## src/design/uhl_ram.sv

```systemverilog
// Generic simple dual-port RAM: one write port, one registered read port.
module uhl_ram #(
    parameter int WIDTH = 8,
    parameter int DEPTH = 16,
    localparam int AW   = (DEPTH > 1) ? $clog2(DEPTH) : 1
) (
    input  logic             i_clk,
    input  logic             i_we,
    input  logic [AW-1:0]    i_waddr,
    input  logic [WIDTH-1:0] i_wdata,
    input  logic [AW-1:0]    i_raddr,
    output logic [WIDTH-1:0] o_rdata
);

    logic [WIDTH-1:0] r_mem [DEPTH];
    logic [WIDTH-1:0] r_rdata;

    // Write port and registered read
    always_ff @(posedge i_clk) begin
        if (i_we) begin
            r_mem[i_waddr] <= i_wdata;
        end
        r_rdata <= r_mem[i_raddr];
    end

    assign o_rdata = r_rdata;

endmodule

```

## config.mk

```make
export PLATFORM = sky130hd
export DESIGN_NAME = uhl_ram
export DESIGN_NICKNAME = d
export VERILOG_FILES = /design/src/design/uhl_ram.sv
export SDC_FILE = /design/constraint.sdc
export NUM_CORES = 1
export LEC_CHECK = 0
export BUFFER_PORTS_ARGS = -buffer_cell sky130_fd_sc_hd__buf_2
export CAP_MARGIN = 20
export CORE_MARGIN = 2
export CORE_UTILIZATION = 42
export DETAILED_ROUTE_END_ITERATION = 16
export PLACE_DENSITY = 0.68
export RECOVER_POWER = 100
export REMOVE_ABC_BUFFERS = 1
export SLEW_MARGIN = 20
export SYNTH_ARGS = -nofsm -noshare
export SYNTH_HDL_FRONTEND = slang
export SYNTH_SLANG_ARGS = --single-unit
```

## constraint.sdc

```tcl
create_clock -name i_clk -period 1.8 [get_ports i_clk]
set_clock_uncertainty 0.05 [all_clocks]
set_input_delay 0.09 -clock i_clk [delete_from_list [all_inputs] [get_ports i_clk]]
set_output_delay 0.09 -clock i_clk [all_outputs]
set_load 0.02 [all_outputs]
```

==> impl_metrics.env, run 1 <==
export IMPL_outcome="complete, no violations"
export IMPL_min_to="r_mem[6][7]"
export IMPL_drt_wl_total_um=9890
export IMPL_vias_per_cell=5.50
export IMPL_drt_iter0_drc=232
export IMPL_synth_xor_area_frac=0
export IMPL_rows=40
export IMPL_slowest_delay_ns=0.53
export IMPL_vias=2447
export IMPL_reg2reg_depth=3
export IMPL_critPathKind="flip-flop to flip-flop"
export IMPL_postRouteAntennaNets=0
export IMPL_drc=0
export IMPL_grt_pass1_wl_um=15300
export IMPL_synth_fa_ha_area_frac=0
export IMPL_dp_hpwl_um=6190
export IMPL_yosys_top_cells_count="128 x edfxtp_1, 18 x mux4_2, 16 x a22oi_1, 14 x mux4_1, 13 x nor2_1"
export IMPL_slew_viol_final=0
export IMPL_reg2reg_to="o_rdata[1]"
export IMPL_period_share=0.812
export IMPL_yosys_top_cells_area="edfxtp_1 75%, mux4_2 7.9%, mux4_1 7.1%, dfxtp_1 3.1%, a22oi_1 2.3%"
export IMPL_crit_path_max_fanout=1
export IMPL_synth_main_ff_cell="edfxtp_1"
export IMPL_first_global_vias=2545
export IMPL_p_leak_nw=2.00
export IMPL_drv_cap=0
export IMPL_port_buffers=25
export IMPL_clk_latency_ns=0.41
export IMPL_htree_levels=4
export IMPL_crit_reg2reg_launch="r_mem[9][1]"
export IMPL_ir_drop_v=0.000849
export IMPL_gr_total_overflow=0
export IMPL_min_from="i_wdata[7]"
export IMPL_tightest_slew_ns=0.740
export IMPL_synthArstFlopShare=0
export IMPL_globalplace_congestion=0.721
export IMPL_rsz0062_at_grt="no"
export IMPL_grt_max_degree=33
export IMPL_synth_warning_count=0
export IMPL_clockBufferDepth=2
export IMPL_synth_area_um2=5150
export IMPL_synth_top_family_by_area="multiplexers"
export IMPL_nets=303
export IMPL_cts_repair_resized=0
export IMPL_cts_setup_buffers=0
export IMPL_drive_above_1_share=0.208
export IMPL_startpoint_type="flip-flop"
export IMPL_synthMuxAreaShare=0.150
export IMPL_synth_compound_area_frac=0.0233
export IMPL_synth_seq_cells=136
export IMPL_min_period_ns=1.46
export IMPL_cts_root_buf="clkbuf_16"
export IMPL_hold_viol=0
export IMPL_fmax_mhz=684
export IMPL_finalNonFillerCells=445
export IMPL_path_cells="mux4_1 -> a22oi_1 -> nand2_1"
export IMPL_synth_most_common_cell="edfxtp_1"
export IMPL_placed_cells=413
export IMPL_grt_antenna_before_repair=0
export IMPL_ys_types=19
export IMPL_required_ns=2.03
export IMPL_avgSynthCellArea_um2=22.5
export IMPL_die_h_um=115
export IMPL_fp_dieW_um=115
export IMPL_ctsHoldBuffers=0
export IMPL_routedWlPerCell_um=22.2
export IMPL_synthesis_instances=229
export IMPL_start_util=0.429
export IMPL_antennaDiodeCount=0
export IMPL_synth_top_cell_by_area="edfxtp_1"
export IMPL_synth_edf_count=128
export IMPL_powerDensity_nw_per_um2=1230
export IMPL_cts_tree="done"
export IMPL_path_clk_slew_ns=0.06
export IMPL_grtUsageTotal=0.165
export IMPL_arrival_ns=1.69
export IMPL_numCtsBuffers=17
export IMPL_die_area_um2=13200
export IMPL_clock_sinks=136
export IMPL_yosys_area_share_simple=0.0318
export IMPL_relSlewSlack=0.507
export IMPL_synth_top_area_frac=0.747
export IMPL_worstHoldPathCells=1
export IMPL_synth_seq_area_share=0.778
export IMPL_end_kind="flip-flop"
export IMPL_worst_path_max_delay_cell="mux4_1"
export IMPL_whs_ns=0.159
export IMPL_pin_count=26
export IMPL_area_delta_synth_final_pct=18.9
export IMPL_r2r_slack_ns=0.34
export IMPL_finalSetupTns_ns=0
export IMPL_setup_viol=0
export IMPL_firstDrtPassIters=4
export IMPL_core_area_um2=12000
export IMPL_hp_class="input port to flip-flop"
## final cells by class
cell class	instances	area (um^2)
fill	963	5890
sequential	136	4000
multi-input combinational	83	1060
clock buffer	18	439
timing repair buffer	47	240
clock inverter	14	196
tap	147	184
## report_power, final
| part | internal (mW) | switching, mW |
|---|---|---|
| clock | 2.36 | 1.29 |
| sequential | 3.54 | 0.0244 |
| combinational | 0.134 | 0.207 |
## cell families (layout without fill, tap and decap cells)
group | Yosys count | count (layout)
buf+inv | 10 | 79
flops | 136 | 136
simple gates | 35 | 35
mux | 32 | 32
compound gates | 16 | 16
## layout by cell type (no fill, tap or decap), drive strengths merged, types with 2 or more instances in the layout
cell type / netlist / layout
a22oi: 16 / 16
buf: 7 / 11
bufinv: 0 / 4
clkbuf: 0 / 54
clkinv: 0 / 5
clkinvlp: 0 / 3
dfxtp: 8 / 8
edfxtp: 128 / 128
inv: 0 / 2
mux4: 32 / 32
nand2: 9 / 9
nand2b: 2 / 2
nand3b: 2 / 2
nor2: 13 / 13
nor3: 4 / 4
## metal layers
metal  wire length [um]  vias to the layer above  track usage
li1                   -                     1089            -
met1               4410                     1257        0.231
met2               4780                       95        0.254
met3                643                        6       0.0482
met4                 63                        0       0.0506
met5                  0                        -            0
## critical path: cells and delay by family, from the launching register on
family / cells / cell delay [ns]
simple gates: 1 / 0.08
compound gates: 1 / 0.31
flops: 1 / 0.37
mux: 1 / 0.53
## worst max-delay path by stage
stage,startpoint,end,slack [ns],cells past startpoint
after floorplan,i_waddr[2],r_mem[0][0],0.17,2
after global placement,i_raddr[0],o_rdata[3],0.23,5
after detailed placement,i_raddr[0],o_rdata[3],0.22,5
after CTS,r_mem[9][1],o_rdata[1],0.34,3
after global routing,r_mem[9][1],o_rdata[1],0.31,3
final,r_mem[9][1],o_rdata[1],0.34,3
## state kept, by name, indices dropped and copies added, names as in the netlist
| register | count |
|---|---|
| o_rdata | 8 |
| r_mem | 128 |
## through the flow
| stage | worst slack (ns) | instance area (um^2) | util | power (mW) |
|---|---|---|---|---|
| 6_report | 0.339 | 6120 | 0.510 | 7.56 |
| 5_1_grt | 0.308 | 6120 | 0.510 | 7.78 |
| 4_1_cts | 0.338 | 6210 | 0.517 | 7.63 |
| 3_5_place_dp | 0.224 | 5570 | 0.464 | 3.99 |
| 3_3_place_gp | 0.227 | 5570 | 0.464 | 3.98 |
| 2_1_floorplan | 0.167 | 5060 | - | 3.79 |
(Power assumes the default switching activity.)
==> run 2, diff against run 1 <==
--- a/config.mk
+++ b/config.mk
@@ -10,7 +10,7 @@
 export CORE_MARGIN = 2
 export CORE_UTILIZATION = 42
 export DETAILED_ROUTE_END_ITERATION = 16
-export PLACE_DENSITY = 0.68
+export PLACE_DENSITY = 0.7
 export RECOVER_POWER = 100
 export REMOVE_ABC_BUFFERS = 1
 export SLEW_MARGIN = 20
==> constraint.sdc (replaced) <==
create_clock -name i_clk -period 1.2 [get_ports i_clk]
set_clock_uncertainty 0.05 [all_clocks]
set_input_delay 0.06 -clock i_clk [delete_from_list [all_inputs] [get_ports i_clk]]
set_output_delay 0.06 -clock i_clk [all_outputs]
set_load 0.02 [all_outputs]
==> run 2 against run 1 <==
  * Highest routed layer unchanged
  * The run now ends with negative setup slack left
  * Sequential power increased by 50%
  * Combinational power rose by 75%
  * Critical endpoint is now o_rdata[5]
  * Utilization is 0.74 points higher
==> impl_metrics.env, run 2 (same netlist as run 1, synthesis figures left out) <==
export IMPL_fillers=943
export IMPL_fp_dieW_um=115
export IMPL_setup_viol=8
export IMPL_drt_wl_total_um=10300
export IMPL_fmax_mhz=752
export IMPL_area_delta_synth_final_pct=20.6
export IMPL_pin_count=26
export IMPL_critPathKind="flip-flop to flip-flop"
export IMPL_violations="negative setup slack"
export IMPL_antennaDiodeCount=0
export IMPL_layout_commonest_cell="edfxtp_1"
export IMPL_start_util=0.429
export IMPL_min_period_ns=1.33
export IMPL_rows=40
export IMPL_p_leak_nw=2.04
export IMPL_cp_num_cells=3
export IMPL_slowest_delay_ns=0.51
export IMPL_clock_sinks=136
export IMPL_path_cells="mux4_2 -> a22oi_2 -> nand2_1"
export IMPL_startpoint_type="flip-flop"
export IMPL_routedWlPerCell_um=22.7
export IMPL_hp_class="input port to flip-flop"
export IMPL_tightest_slew_ns=0.934
export IMPL_vias=2514
export IMPL_drc=0
export IMPL_first_global_vias=2612
export IMPL_crit_path_max_fanout=1
export IMPL_grtUsageTotal=0.170
export IMPL_period_share=1.11
export IMPL_place_area_um2=5660
export IMPL_crit_reg2reg_launch="r_mem[3][5]"
export IMPL_die_h_um=115
export IMPL_gr_total_overflow=0
export IMPL_rsz0062_at_grt="yes"
export IMPL_arrival_ns=1.56
export IMPL_globalplace_congestion=0.714
export IMPL_end_kind="flip-flop"
export IMPL_path_clk_slew_ns=0.06
export IMPL_htree_levels=4
export IMPL_largest_register_ffs=128
export IMPL_relSlewSlack=0.376
export IMPL_cp_num_buf_inv=0
export IMPL_vias_per_cell=5.51
export IMPL_reg2reg_depth=3
export IMPL_clockBufferDepth=2
export IMPL_pre_cts_ws_ns=-0.407
export IMPL_port_buffers=25
export IMPL_core_area_um2=12000
export IMPL_drv_cap=0
export IMPL_clk_latency_ns=0.40
export IMPL_slew_viol_final=0
export IMPL_min_from="i_wdata[4]"
export IMPL_postRouteAntennaNets=0
export IMPL_setup_ws_ns=-0.130
export IMPL_ir_drop_v=0.000917
export IMPL_grt_max_degree=18
export IMPL_cts_tree="done"
export IMPL_required_ns=1.43
export IMPL_drt_iter0_drc=235
export IMPL_dp_hpwl_um=6380
export IMPL_die_area_um2=13200
export IMPL_hold_viol=0
export IMPL_grt_pass1_wl_um=15600
export IMPL_whs_ns=0.193
export IMPL_final_cell_area_um2=6210
export IMPL_worst_path_max_delay_cell="mux4_2"
export IMPL_critPathTopFamily="multiplexers"
export IMPL_r2r_slack_ns=-0.13
export IMPL_outcome="finished, violations left"
export IMPL_nets=315
export IMPL_cts_root_buf="clkbuf_16"
export IMPL_worstHoldPathCells=1
export IMPL_endpoint="o_rdata[5]"
export IMPL_firstDrtPassIters=4
export IMPL_numCtsBuffers=17
export IMPL_drive_above_1_share=0.333
export IMPL_total_power_mw=10.8
export IMPL_reg2reg_to="o_rdata[5]"
export IMPL_top_register="r_mem"
export IMPL_powerDensity_nw_per_um2=1740
export IMPL_crit_start="r_mem[3][5]"
export IMPL_grt_antenna_before_repair=0
export IMPL_mostFrequentLayoutCells="128 x edfxtp_1, 30 x mux4_2, 20 x clkbuf_1"
run 2: layout make-up:
cell class / instances / area, um^2 / area share
Sequential cell: 136 / 4000 / 0.645
Multi-Input combinational cell: 83 / 1060 / 0.171
Clock buffer: 18 / 429 / 0.0691
Timing Repair Buffer: 59 / 399 / 0.0643
Tap cell: 147 / 184 / 0.0296
Clock inverter: 13 / 131 / 0.0212
run 2: power by group:
group / leakage (nW) / total, mW / switching, mW / internal [mW]
combinational: 0.551 / 0.596 / 0.339 / 0.257
clock: 0.267 / 4.88 / 1.85 / 3.03
sequential: 1.22 / 5.35 / 0.0385 / 5.31
run 2: worst min path at each step:
stage                        to  slack [ns]
floorplan           r_mem[0][0]        0.11
global placement    r_mem[5][3]        0.40
detailed placement  r_mem[5][3]        0.41
CTS                 r_mem[3][4]       0.008
global route        r_mem[4][4]        0.21
finish              r_mem[0][4]        0.19
run 2: per-layer routing:
| metal | GRT usage | share of wire | vias up |
|---|---|---|---|
| met2 | 0.256 | 0.48 | 114 |
| met1 | 0.234 | 0.42 | 1293 |
| met4 | 0.0530 | 0.015 | 0 |
| met3 | 0.0603 | 0.084 | 13 |
| met5 | 0 | 0 | - |
| li1 | - | - | 1094 |
run 2: stage by stage:
stage	setup TNS (ns)	cells	utilization
floorplan	-9.08	219	-
global placement	-8.52	419	0.471
detailed placement	-9.14	419	0.471
CTS	-0.842	456	0.521
global route	-1.02	456	0.517
finish	-0.793	456	0.517
run 2: worst reg2reg max path: cells and delay by family, from the launching register on:
kind | cells | cell delay (ns)
AO/OA/AOI/OAI | 1 | 0.20
flip-flops | 1 | 0.36
multiplexers | 1 | 0.51
AND/OR/NAND/NOR | 1 | 0.08
run 2: what timing repair did:
action / in CTS / in global routing
hold buffers: 6 / 0
pin swaps: 7 / 5
hold endpoints to repair: 80 / 0
gates resized for setup: 17 / 5
gates cloned: 0 / 0
endpoints found under the setup margin: 8 / 8
buffers inserted: 0 / 0
