--- config.mk ---
export PLATFORM = sky130hd
export DESIGN_NAME = uhl_hash
export DESIGN_NICKNAME = d
export VERILOG_FILES = /design/src/design/uhl_pkg.sv /design/src/design/uhl_hash.sv
export SDC_FILE = /design/constraint.sdc
export NUM_CORES = 1
export LEC_CHECK = 0
export ABC_AREA = 1
export BUFFER_PORTS_ARGS = -buffer_cell sky130_fd_sc_hd__buf_2
export CORE_MARGIN = 2
export CORE_UTILIZATION = 42
export CTS_BUF_LIST = sky130_fd_sc_hd__clkbuf_16
export CTS_CLUSTER_DIAMETER = 30
export CTS_CLUSTER_SIZE = 14
export DETAILED_ROUTE_END_ITERATION = 10
export SLEW_MARGIN = 10
export SYNTH_ARGS = -nofsm -noshare
export SYNTH_HDL_FRONTEND = slang
export SYNTH_SLANG_ARGS = --single-unit
--- constraint.sdc ---
create_clock -name i_clk -period 7.52 [get_ports i_clk]
set_input_delay 0.376 -clock i_clk [delete_from_list [all_inputs] [get_ports i_clk]]
set_output_delay 0.376 -clock i_clk [all_outputs]
set_load 0.1 [all_outputs]
--- src/design/uhl_pkg.sv ---
// Shared types and constants for the UUID hash lookup-or-insert engine.
package uhl_pkg;

    // Default table geometry
    localparam int BUCKETS_DEF     = 256;
    localparam int MAX_ENTRIES_DEF = 1024;

    // Key and hash geometry
    localparam int KEY_W       = 64;
    localparam int HASH_W      = 64;
    localparam int HASH_BYTES  = 16;
    localparam int INDEX_OUT_W = 10;

    // Input word: one 128-bit key as two halves
    typedef struct packed {
        logic [KEY_W-1:0] uuid_high;
        logic [KEY_W-1:0] uuid_low;
    } t_in;

    // Output word: entry index plus outcome flags
    typedef struct packed {
        logic [INDEX_OUT_W-1:0] entry_index;
        logic                   created;
        logic                   failed;
    } t_out;

    // Main sequencer states
    typedef enum logic [2:0] {
        S_CLEAR,
        S_IDLE,
        S_HASH,
        S_HEAD_CHK,
        S_WALK,
        S_MISS,
        S_RESULT
    } t_state;

    // Hash unit states
    typedef enum logic [1:0] {
        H_IDLE,
        H_BYTES,
        H_REDUCE,
        H_DONE
    } t_hash_state;

endpackage

--- src/design/uhl_hash.sv ---
// Iterative key hash (h = 31*h + byte over 16 bytes) and bucket reduction.
module uhl_hash #(
    parameter int BUCKETS = uhl_pkg::BUCKETS_DEF,
    localparam int BW     = (BUCKETS > 1) ? $clog2(BUCKETS) : 1
) (
    input  logic          i_clk,
    input  logic          i_rst_n,
    input  logic          i_start,
    input  uhl_pkg::t_in  i_key,
    output logic          o_done,
    output logic [BW-1:0] o_bucket
);
    import uhl_pkg::*;

    localparam bit IS_POW2 = ((BUCKETS & (BUCKETS - 1)) == 0);
    localparam int CNT_W   = 6;

    t_hash_state        r_state, n_state;
    logic [HASH_W-1:0]  r_h, n_h;
    logic [2*KEY_W-1:0] r_sh, n_sh;
    logic [CNT_W-1:0]   r_cnt, n_cnt;
    logic [BW:0]        r_rem, n_rem;
    logic [BW-1:0]      r_bucket, n_bucket;
    logic [HASH_W-1:0]  h_step;
    logic [BW:0]        rem_shift;

    // One hash step: 31*h + byte, wrapping at 64 bits
    assign h_step = (r_h << 5) - r_h + HASH_W'(r_sh[2*KEY_W-1 -: 8]);

    // One restoring step of h mod BUCKETS, MSB first
    assign rem_shift = {r_rem[BW-1:0], r_h[HASH_W-1]};

    // State register
    always_ff @(posedge i_clk) begin
        if (!i_rst_n) begin
            r_state <= H_IDLE;
        end else begin
            r_state <= n_state;
        end
    end

    // Datapath registers
    always_ff @(posedge i_clk) begin
        r_h      <= n_h;
        r_sh     <= n_sh;
        r_cnt    <= n_cnt;
        r_rem    <= n_rem;
        r_bucket <= n_bucket;
    end

    // Sequence bytes, then reduce
    always_comb begin
        n_state  = r_state;
        n_h      = r_h;
        n_sh     = r_sh;
        n_cnt    = r_cnt;
        n_rem    = r_rem;
        n_bucket = r_bucket;
        o_done   = 1'b0;
        case (r_state)
            H_IDLE: begin
                if (i_start) begin
                    n_h     = '0;
                    n_sh    = {i_key.uuid_high, i_key.uuid_low};
                    n_cnt   = '0;
                    n_state = H_BYTES;
                end
            end
            H_BYTES: begin
                n_h   = h_step;
                n_sh  = r_sh << 8;
                n_cnt = r_cnt + 1'b1;
                if (r_cnt == CNT_W'(HASH_BYTES - 1)) begin
                    n_cnt = '0;
                    n_rem = '0;
                    if (IS_POW2) begin
                        n_bucket = BW'(h_step & HASH_W'(BUCKETS - 1));
                        n_state  = H_DONE;
                    end else begin
                        n_state = H_REDUCE;
                    end
                end
            end
            H_REDUCE: begin
                n_h   = r_h << 1;
                n_cnt = r_cnt + 1'b1;
                if (rem_shift >= (BW+1)'(BUCKETS)) begin
                    n_rem = rem_shift - (BW+1)'(BUCKETS);
                end else begin
                    n_rem = rem_shift;
                end
                if (r_cnt == CNT_W'(HASH_W - 1)) begin
                    n_bucket = n_rem[BW-1:0];
                    n_state  = H_DONE;
                end
            end
            H_DONE: begin
                o_done  = 1'b1;
                n_state = H_IDLE;
            end
            default: begin
                n_state = H_IDLE;
            end
        endcase
    end

    assign o_bucket = r_bucket;

endmodule

==> results by group, run 1 <==
Critical path
  – WS Path Type: register to register
  – WP data required: between 7 and 8 ns
  – CP Cell Sequence: inv_1 -> ha_4 -> clkinv_2 -> a21oi_4 -> buf_4 -> buf_4
  – Startpoint types: register
  – Crit path buf inv count: 4
  – Crit-path max cell delay: approximately 0.79 ns
  – Crit-path max FO: just under 70
  – Crit path arrival time: between 3 and 4 ns
  – Critical Path Sink Type: register
  – Slowest-stage cell, CP: buf_4
  – CP most frequent cell: buf_4
  – Top delay family on crit path: buffers and inverters

Timing
  – Skew final: between 0.06 and 0.07 ns
  – Final period utilization: between 40% and 50%
  – Max-slew violations: 0
  – Worst relative slew slack: between 30% and 40%
  – Fmax: 0.278 GHz
  – Tmin final: ~3.6 ns
  – Final Hold Viols: 0
  – Setup_tns: 0 ns
  – RSZ-0062 raised after global routing: no
  – Number of setup violations in the final report: 0
  – Worst Tran Pin Value: 0.948 ns

Final layout
  – N_diodes: 0
  – Layout Area Growth over Synthesis: 18.8%
  – Layout fillers: 3,621
  – Final nets: about 2,600
  – Ratio of cells with drive above 1 in the final layout: a little over a tenth

Clock network
  – Post-CTS Setup Bufs: 0
  – TritonCTS buffer count: 54
  – Clock slew at reported path FFs: around 0.04 ns
  – Cts hold-fix bufs: 1
  – H-Tree Level Count: 2
  – Sink Count: approximately 220
  – Post_cts resized: 0
  – CTS tree: yes
  – Skew-Pair Late Insertion Delay: around 0.61 ns
  – Maximum clock insertion buffer count: 3
  – Root Driver: clkbuf_16

Drt
  – 1st-iter DRT viols: ~840
  – DRC viols: 0
  – DR pass1 iterations: 5
  – DRT antenna net count: 0
  – Via/cell ratio: between 4 and 5
  – WL/cell: between 15 and 20 µm
  – Vias: 13,800
  – Routed wire length: ~44,000 µm

Yosys
  – Largest cells by area after synthesis: edfxtp_1 (41%), nand2_1 (24%), ha_1 (10%)
  – Synth Instances: between 2,000 and 2,500
  – Mapped Avg Cell Area: between 7 and 8 µm²
  – Total number of yosys warnings: 0
  – Post-Syn Area: between 15,000 and 20,000 µm²
  – Netlist cell types: 35
  – Synth top area share: about two fifths
  – Flops & latches, synth: 215
  – Sequential area share after synthesis: 41.0%
  – Post-synth top area cell: edfxtp_1
  – Syn nets: between 2,000 and 2,500

Floorplan
  – Die ar.: 39,000 µm²
  – Die Y: slightly below 200 µm
  – Die W: between 150 and 200 µm
  – Core area: 36,700 µm²
  – Total I/O pin count: 140
  – Row count: 70
  – Initial Utilization: around 43%

GRT
  – Largest net degree at the start of global routing: just under 100
  – Total gr overflow: 0
  – Vias in the first global route: about 13,000
  – Initial antenna violation count: 4
  – Total GRT Usage: between 20% and 30%
  – First-pass GRT wire length: approximately 70,000 µm

Placed design
  – Dpl hpwl: roughly 34,000 µm
  – PortBufs: 139
  – Routability cong.: 0.943

Run status
  – Status: finished, final reports clean

Job
  – Max Cap Viol: 0

Worst hold path
  – HP Class: input pin to register
==> synthesized netlist by cell type <==
| master | count |
|---|---|
| inv_1 | 410 |
| nor2_1 | 140 |
| o32ai_1 | 1 |
| o21ai_0 | 55 |
| ha_1 | 128 |
| nand3_2 | 6 |
| fa_1 | 4 |
| nor2_2 | 8 |
| o22ai_1 | 12 |
| or2_2 | 1 |
| edfxtp_1 | 213 |
| xor2_1 | 5 |
| a21boi_0 | 1 |
| nand3_1 | 72 |
| nor3_2 | 5 |
| or2_1 | 1 |
| nor3_1 | 7 |
| xnor2_1 | 4 |
| nand4_1 | 10 |
| nand2_2 | 8 |
| o31ai_1 | 1 |
| nor3b_1 | 1 |
| a32o_1 | 1 |
| nand2_1 | 1000 |
| nor4_2 | 1 |
| buf_2 | 3 |
| inv_2 | 1 |
| o21ai_1 | 4 |
| a21oi_1 | 63 |
| o21bai_1 | 3 |
| nand3b_1 | 8 |
| clkbuf_1 | 39 |
| dfxtp_1 | 2 |
| nor2_4 | 1 |
| and2_1 | 2 |
==> state kept, by name, indices dropped and copies added (netlist names) <==
| signal | cells |
|---|---|
| r_cnt | 6 |
| r_h | 64 |
| o_bucket | 8 |
| r_sh | 128 |
| r_rem | 7 |
| r_state | 2 |
==> final timing paths <==
path         slack (ns)  cells past startpoint  endpoint        from
max reg2reg        3.92                      6   r_sh[5]  r_state[1]
min                0.04                      3  r_sh[58]   i_key[58]
max                3.92                      6   r_sh[5]  r_state[1]
min reg2reg        0.51                      2  r_sh[13]     r_sh[5]
==> placed cells by master (no fill, tap or decap), types with 7 or more instances in the layout <==
master and count:
inv_1 414, nand2_2 8, clkinv_1 15, nand3b_1 8
o22ai_1 12, nor2_2 8, buf_2 139, nand4_1 10
clkbuf_16 54, nand2_1 1000, a21oi_1 62, buf_4 7
nand3_1 72, nor2_1 139, edfxtp_1 213, o21ai_0 55
clkinv_2 13, ha_1 127
==> through the flow <==
stage / area, µm² / hold WS, ns / worst slack (ns) / util (%) / cells
floorplan: 15700 / 0.494 / 2.37 / - / 2221
global placement: 16900 / 0.499 / 3.99 / 46.1 / 2793
detailed placement: 16900 / 0.502 / 3.88 / 46.1 / 2793
CTS: 18700 / 0.00224 / 3.87 / 50.8 / 2892
global route: 18700 / 0.0143 / 3.60 / 50.9 / 2892
finish: 18700 / 0.0351 / 3.92 / 50.9 / 2892
==> cell type report <==
type	count	area (µm²)	share of cell area [%]
multi-input cells	1553	7600	40.7
flip-flops and latches	215	6440	34.5
inverters	411	1540	8.27
clock buffers	54	1350	7.24
repair buffers	147	758	4.06
well taps	468	586	3.14
clock inverters	44	385	2.06
==> metal layers <==
| layer | vias up | GRT usage, % | routed length [µm] |
|---|---|---|---|
| met5 | - | 0 | 46 |
| met1 | 6164 | 31.9 | 20700 |
| met4 | 8 | 6.10 | 823 |
| met2 | 353 | 36.9 | 20100 |
| li1 | 7233 | - | - |
| met3 | 65 | 4.64 | 2500 |
==> worst min-delay path, cell delays in order <==
cell,delay [ns]
buf_2,0.07
nand2_1,0.04
nand2_1,0.04
==> cells by family after synthesis <==
| family | count (synthesis) | synth area share, % |
|---|---|---|
| DFF | 215 | 41.0 |
| buffers and inverters | 453 | 10.8 |
| and+or+nand+nor | 1271 | 32.2 |
| xor gates and xnor gates | 9 | 0.502 |
| adders and majority gates | 132 | 10.7 |
| AOI/OAI and AO/OA | 141 | 4.72 |
Power of run 1 is left out: the tool's default activity adds up to more than one toggle a clock period on the data nets, which glitch-free logic cannot reach.
==> run 2, diff against run 1 <==
--- a/config.mk
+++ b/config.mk
@@ -5,7 +5,7 @@
 export SDC_FILE = /design/constraint.sdc
 export NUM_CORES = 1
 export LEC_CHECK = 0
-export ABC_AREA = 1
+export ABC_AREA = 0
 export BUFFER_PORTS_ARGS = -buffer_cell sky130_fd_sc_hd__buf_2
 export CORE_MARGIN = 2
 export CORE_UTILIZATION = 42
==> constraint.sdc (replaced) <==
create_clock -name i_clk -period 3.24 [get_ports i_clk]
set_input_delay 0.162 -clock i_clk [delete_from_list [all_inputs] [get_ports i_clk]]
set_output_delay 0.162 -clock i_clk [all_outputs]
set_load 0.1 [all_outputs]
==> run 2 against run 1 <==
  * The flow now finishes with violations (negative setup slack)
  * Setup slack got worse by 4.3 ns
  * Highest routed layer is now met4
  * Critical path depth rose by 6
  * Via count fell by 21%
  * Largest cell class unchanged
  * Fmax rose by 0.35%
==> results by group, run 2 <==
Floorplan
  – Die W: 186 µm (-5.8%)
  – Core area: 32,500 µm² (-11%)
  – Row count: 66 (-5.7%)
  – Die ar.: 34,500 µm² (-11%)
  – Die Y: 186 µm (-5.8%)
  – Total I/O pin count: 140 (unchanged)
  – Initial Utilization: 42.7% (-0.10 points)

Yosys
  – Sequential area share after synthesis: 46.3% (+5.4 points)
  – Asr flop ratio synth: 0% (unchanged)
  – Syn nets: 1,505 (-39%)
  – Largest cells by area after synthesis: edfxtp_1 (46%), ha_1 (12%), mux2_2 (9.8%)
  – Mapped Avg Cell Area: 11.2 µm² (+58%)
  – Ys flop type: edfxtp_1
  – Count leader, synth: edfxtp_1
  – Post-Syn Area: 13,900 µm² (-12%)
  – Netlist cell types: 72 (+110%)
  – Most frequent cells after synthesis: edfxtp_1 (213), ha_1 (128), mux2_2 (121)
  – Post-synth top area cell: edfxtp_1
  – Total number of yosys warnings: 0 (unchanged)
  – EDFF count, synth: 213 (unchanged)
  – Flops & latches, synth: 215 (unchanged)
  – Synth top area share: 46.0% (+5.3 points)
  – Synth Instances: 1,242 (-44%)

GRT
  – First-pass GRT wire length: 59,100 µm (-16%)
  – Largest net degree at the start of global routing: 129 (+32%)
  – Initial antenna violation count: 1 (-3)
  – Vias in the first global route: 11,500 (-14%)
  – Total gr overflow: 0 (unchanged)
  – Total GRT Usage: 21.7% (-1.4 points)

Drt
  – Routed wire length: 37,300 µm (-16%)
  – DRC viols: 0 (unchanged)
  – DRT antenna net count: 0 (unchanged)
  – Vias: 10,900 (-21%)
  – Via/cell ratio: 5.07 (+6.0%)
  – DR pass1 iterations: 6 (+1)
  – 1st-iter DRT viols: 575 (-31%)
  – WL/cell: 17.3 µm (+13%)

Final layout
  – Ratio of cells with drive above 1 in the final layout: 36.3% (+26 points)
  – Top reg by flops: r_sh
  – Commonest non-fill, non-tap cell in the layout: edfxtp_1
  – Post-Layout Cell Count: 2,156 (-25%)
  – Most frequent cells in the layout: edfxtp_1 (213), buf_4 (157), buf_2 (139)
  – Multi-input logic area: 7390 µm² (-2.8%)
  – Max reg flops: 128 (unchanged)
  – Layout fillers: 2,605 (-28%)
  – Final nets: 1,935 (-27%)
  – Sequential Area: 6440 µm² (about the same)
  – Layout Area Growth over Synthesis: 43.1%

Critical path
  – Worst reg-to-reg path cell count: 12 (+6)
  – CP Cell Sequence: fa_1 -> ha_4 -> nand3_2 -> o211ai_1 -> or4b_4 -> and3_1 -> a311o_1 -> o21ai_2 -> o31ai_4 -> a41oi_2 -> xor2_1 -> o21ai_1
  – Reg-to-reg startpoint: r_h[0]
  – WP data required: 3.54 ns (-4.19 ns)
  – WS Path Type: register to register
  – Reg2Reg Setup Slack: -0.34 ns (-4.27 ns)
  – Slowest-stage cell, CP: fa_1
  – Critical Path Sink Type: register
  – Startpoint types: register
  – Crit path buf inv count: 0 (-4)
  – Crit path arrival time: 3.88 ns (+0.07 ns)
  – Crit-path max cell delay: 0.59 ns (-0.20 ns)
  – Crit-path max FO: 6 (-91%)
  – Worst Setup SP: r_h[0]
  – Top delay family on crit path: compound AO/OA/AOI/OAI gates
  – RR Endpoint: r_h[60]

Timing
  – Final Hold Viols: 0 (unchanged)
  – Final period utilization: 111% (+63 points)
  – Worst Tran Pin Value: 0.795 ns (-0.153 ns)
  – Max-slew violations: 0 (unchanged)
  – Worst relative slew slack: 46.8% (+10 points)
  – Min Hold Slack: 0.207 ns (+0.172 ns)
  – Number of setup violations in the final report: 36 (+36)
  – Skew final: 0.0268 ns (-0.0359 ns)
  – Fmax: 0.279 GHz (+0.35%)
  – RSZ-0062 raised after global routing: yes
  – Tmin final: 3.58 ns (-0.0127 ns)
  – Final setup margin: -0.344 ns (-4.27 ns)

Run status
  – Failing checks: negative setup slack
  – Status: finished with violations

Placed design
  – Inst Count DP: 1,921 (-31%)
  – Dpl ws: -0.336 ns (-4.21 ns)
  – Routability cong.: 0.867 (-8.1%)
  – Dpl hpwl: 25,200 µm (-27%)
  – PortBufs: 139 (unchanged)

Worst hold path
  – Hold_sp: i_start
  – Hold depth: 4 (+1)
  – Min-Delay Endpoint: r_state[0]
  – HP Class: input pin to register

Clock network
  – Clock slew at reported path FFs: 0.05 ns (about the same)
  – Maximum clock insertion buffer count: 3 (unchanged)
  – TritonCTS buffer count: 49 (-9.3%)
  – Skew-Pair Late Insertion Delay: 0.57 ns (-0.04 ns)
  – Root Driver: clkbuf_16
  – H-Tree Level Count: 2 (unchanged)
  – Sink Count: 215 (unchanged)
  – CTS tree: yes

Job
  – Max Cap Viol: 0 (unchanged)
==> run 2: cell count changes in the layout (fill, tap and decap cells not counted), sizes merged, moves of 33 or more <==
cell | previous run | this run
nand2 | 1008 | 111
inv | 415 | 98
buf | 146 | 311
dlygate4sd3 | 1 | 129
mux2 | 0 | 121
nor2 | 149 | 44
nand3 | 78 | 14
a21o | 0 | 52
xnor2 | 4 | 37
==> run 2: metrics by stage <==
step                util (%)  area (µm²)  setup TNS (ns)
floorplan                  -       14100           -9.29
global placement        49.9       16200           -4.99
detailed placement      49.9       16200           -7.36
CTS                     60.1       19600           -5.15
global route            61.1       19900          -12.45
finish                  61.1       19900           -5.88
==> run 2: layout make-up <==
class,count,area share [%]
Antenna cell,1,0.0126
Clock buffer,49,6.17
Clock inverter,43,2.72
Inverter,90,1.72
Multi-Input combinational cell,876,37.2
Sequential cell,215,32.4
Tap cell,442,2.78
Timing Repair Buffer,440,17.0
==> run 2: cell families (layout without fill, tap and decap cells) <==
kind of cell | Yosys count | count (layout) | synth area share [%]
multiplexers | 122 | 122 | 9.88
flip-flops | 215 | 215 | 46.3
buffers and inverters | 151 | 622 | 4.76
XOR/XNOR | 64 | 64 | 4.03
adder cells (fa/ha/maj) | 132 | 132 | 12.1
AO/OA/AOI/OAI | 290 | 290 | 13.6
other | 0 | 1 | 0
AND/OR/NAND/NOR | 268 | 268 | 9.27
==> run 2: worst max path at each step <==
stage,end,cells after the start
final,r_h[60],12
after global routing,r_h[60],12
after global placement,r_h[60],12
after detailed placement,r_h[60],12
after CTS,r_h[61],15
after floorplan,r_h[32],12
==> run 2: timing repair <==
item                                   4_1_cts  5_1_grt
setup endpoints to repair                   41       47
pin swaps                                   17       10
buffers inserted                             7        9
cloned                                       0        0
endpoints found under the hold margin      130        0
resized for setup                           43       61
hold buffers                               129        0
==> run 2: worst register-to-register path, delay by kind of cell (launching register included) <==
kind	cells	cell delay, ns
compound gates	6	1.05
fa+ha+maj	2	0.84
simple gates	3	0.82
flops	1	0.44
xor+xnor	1	0.17
==> run 2: layer usage <==
| metal | track usage, % | wire length, µm | vias up |
|---|---|---|---|
| met5 | 0 | 0 | - |
| met4 | 6.33 | 794 | 0 |
| met2 | 37.5 | 18500 | 234 |
| met1 | 27.3 | 16200 | 5170 |
| li1 | - | - | 5455 |
| met3 | 4.56 | 1800 | 64 |
Power of run 2 is left out for the same reason.
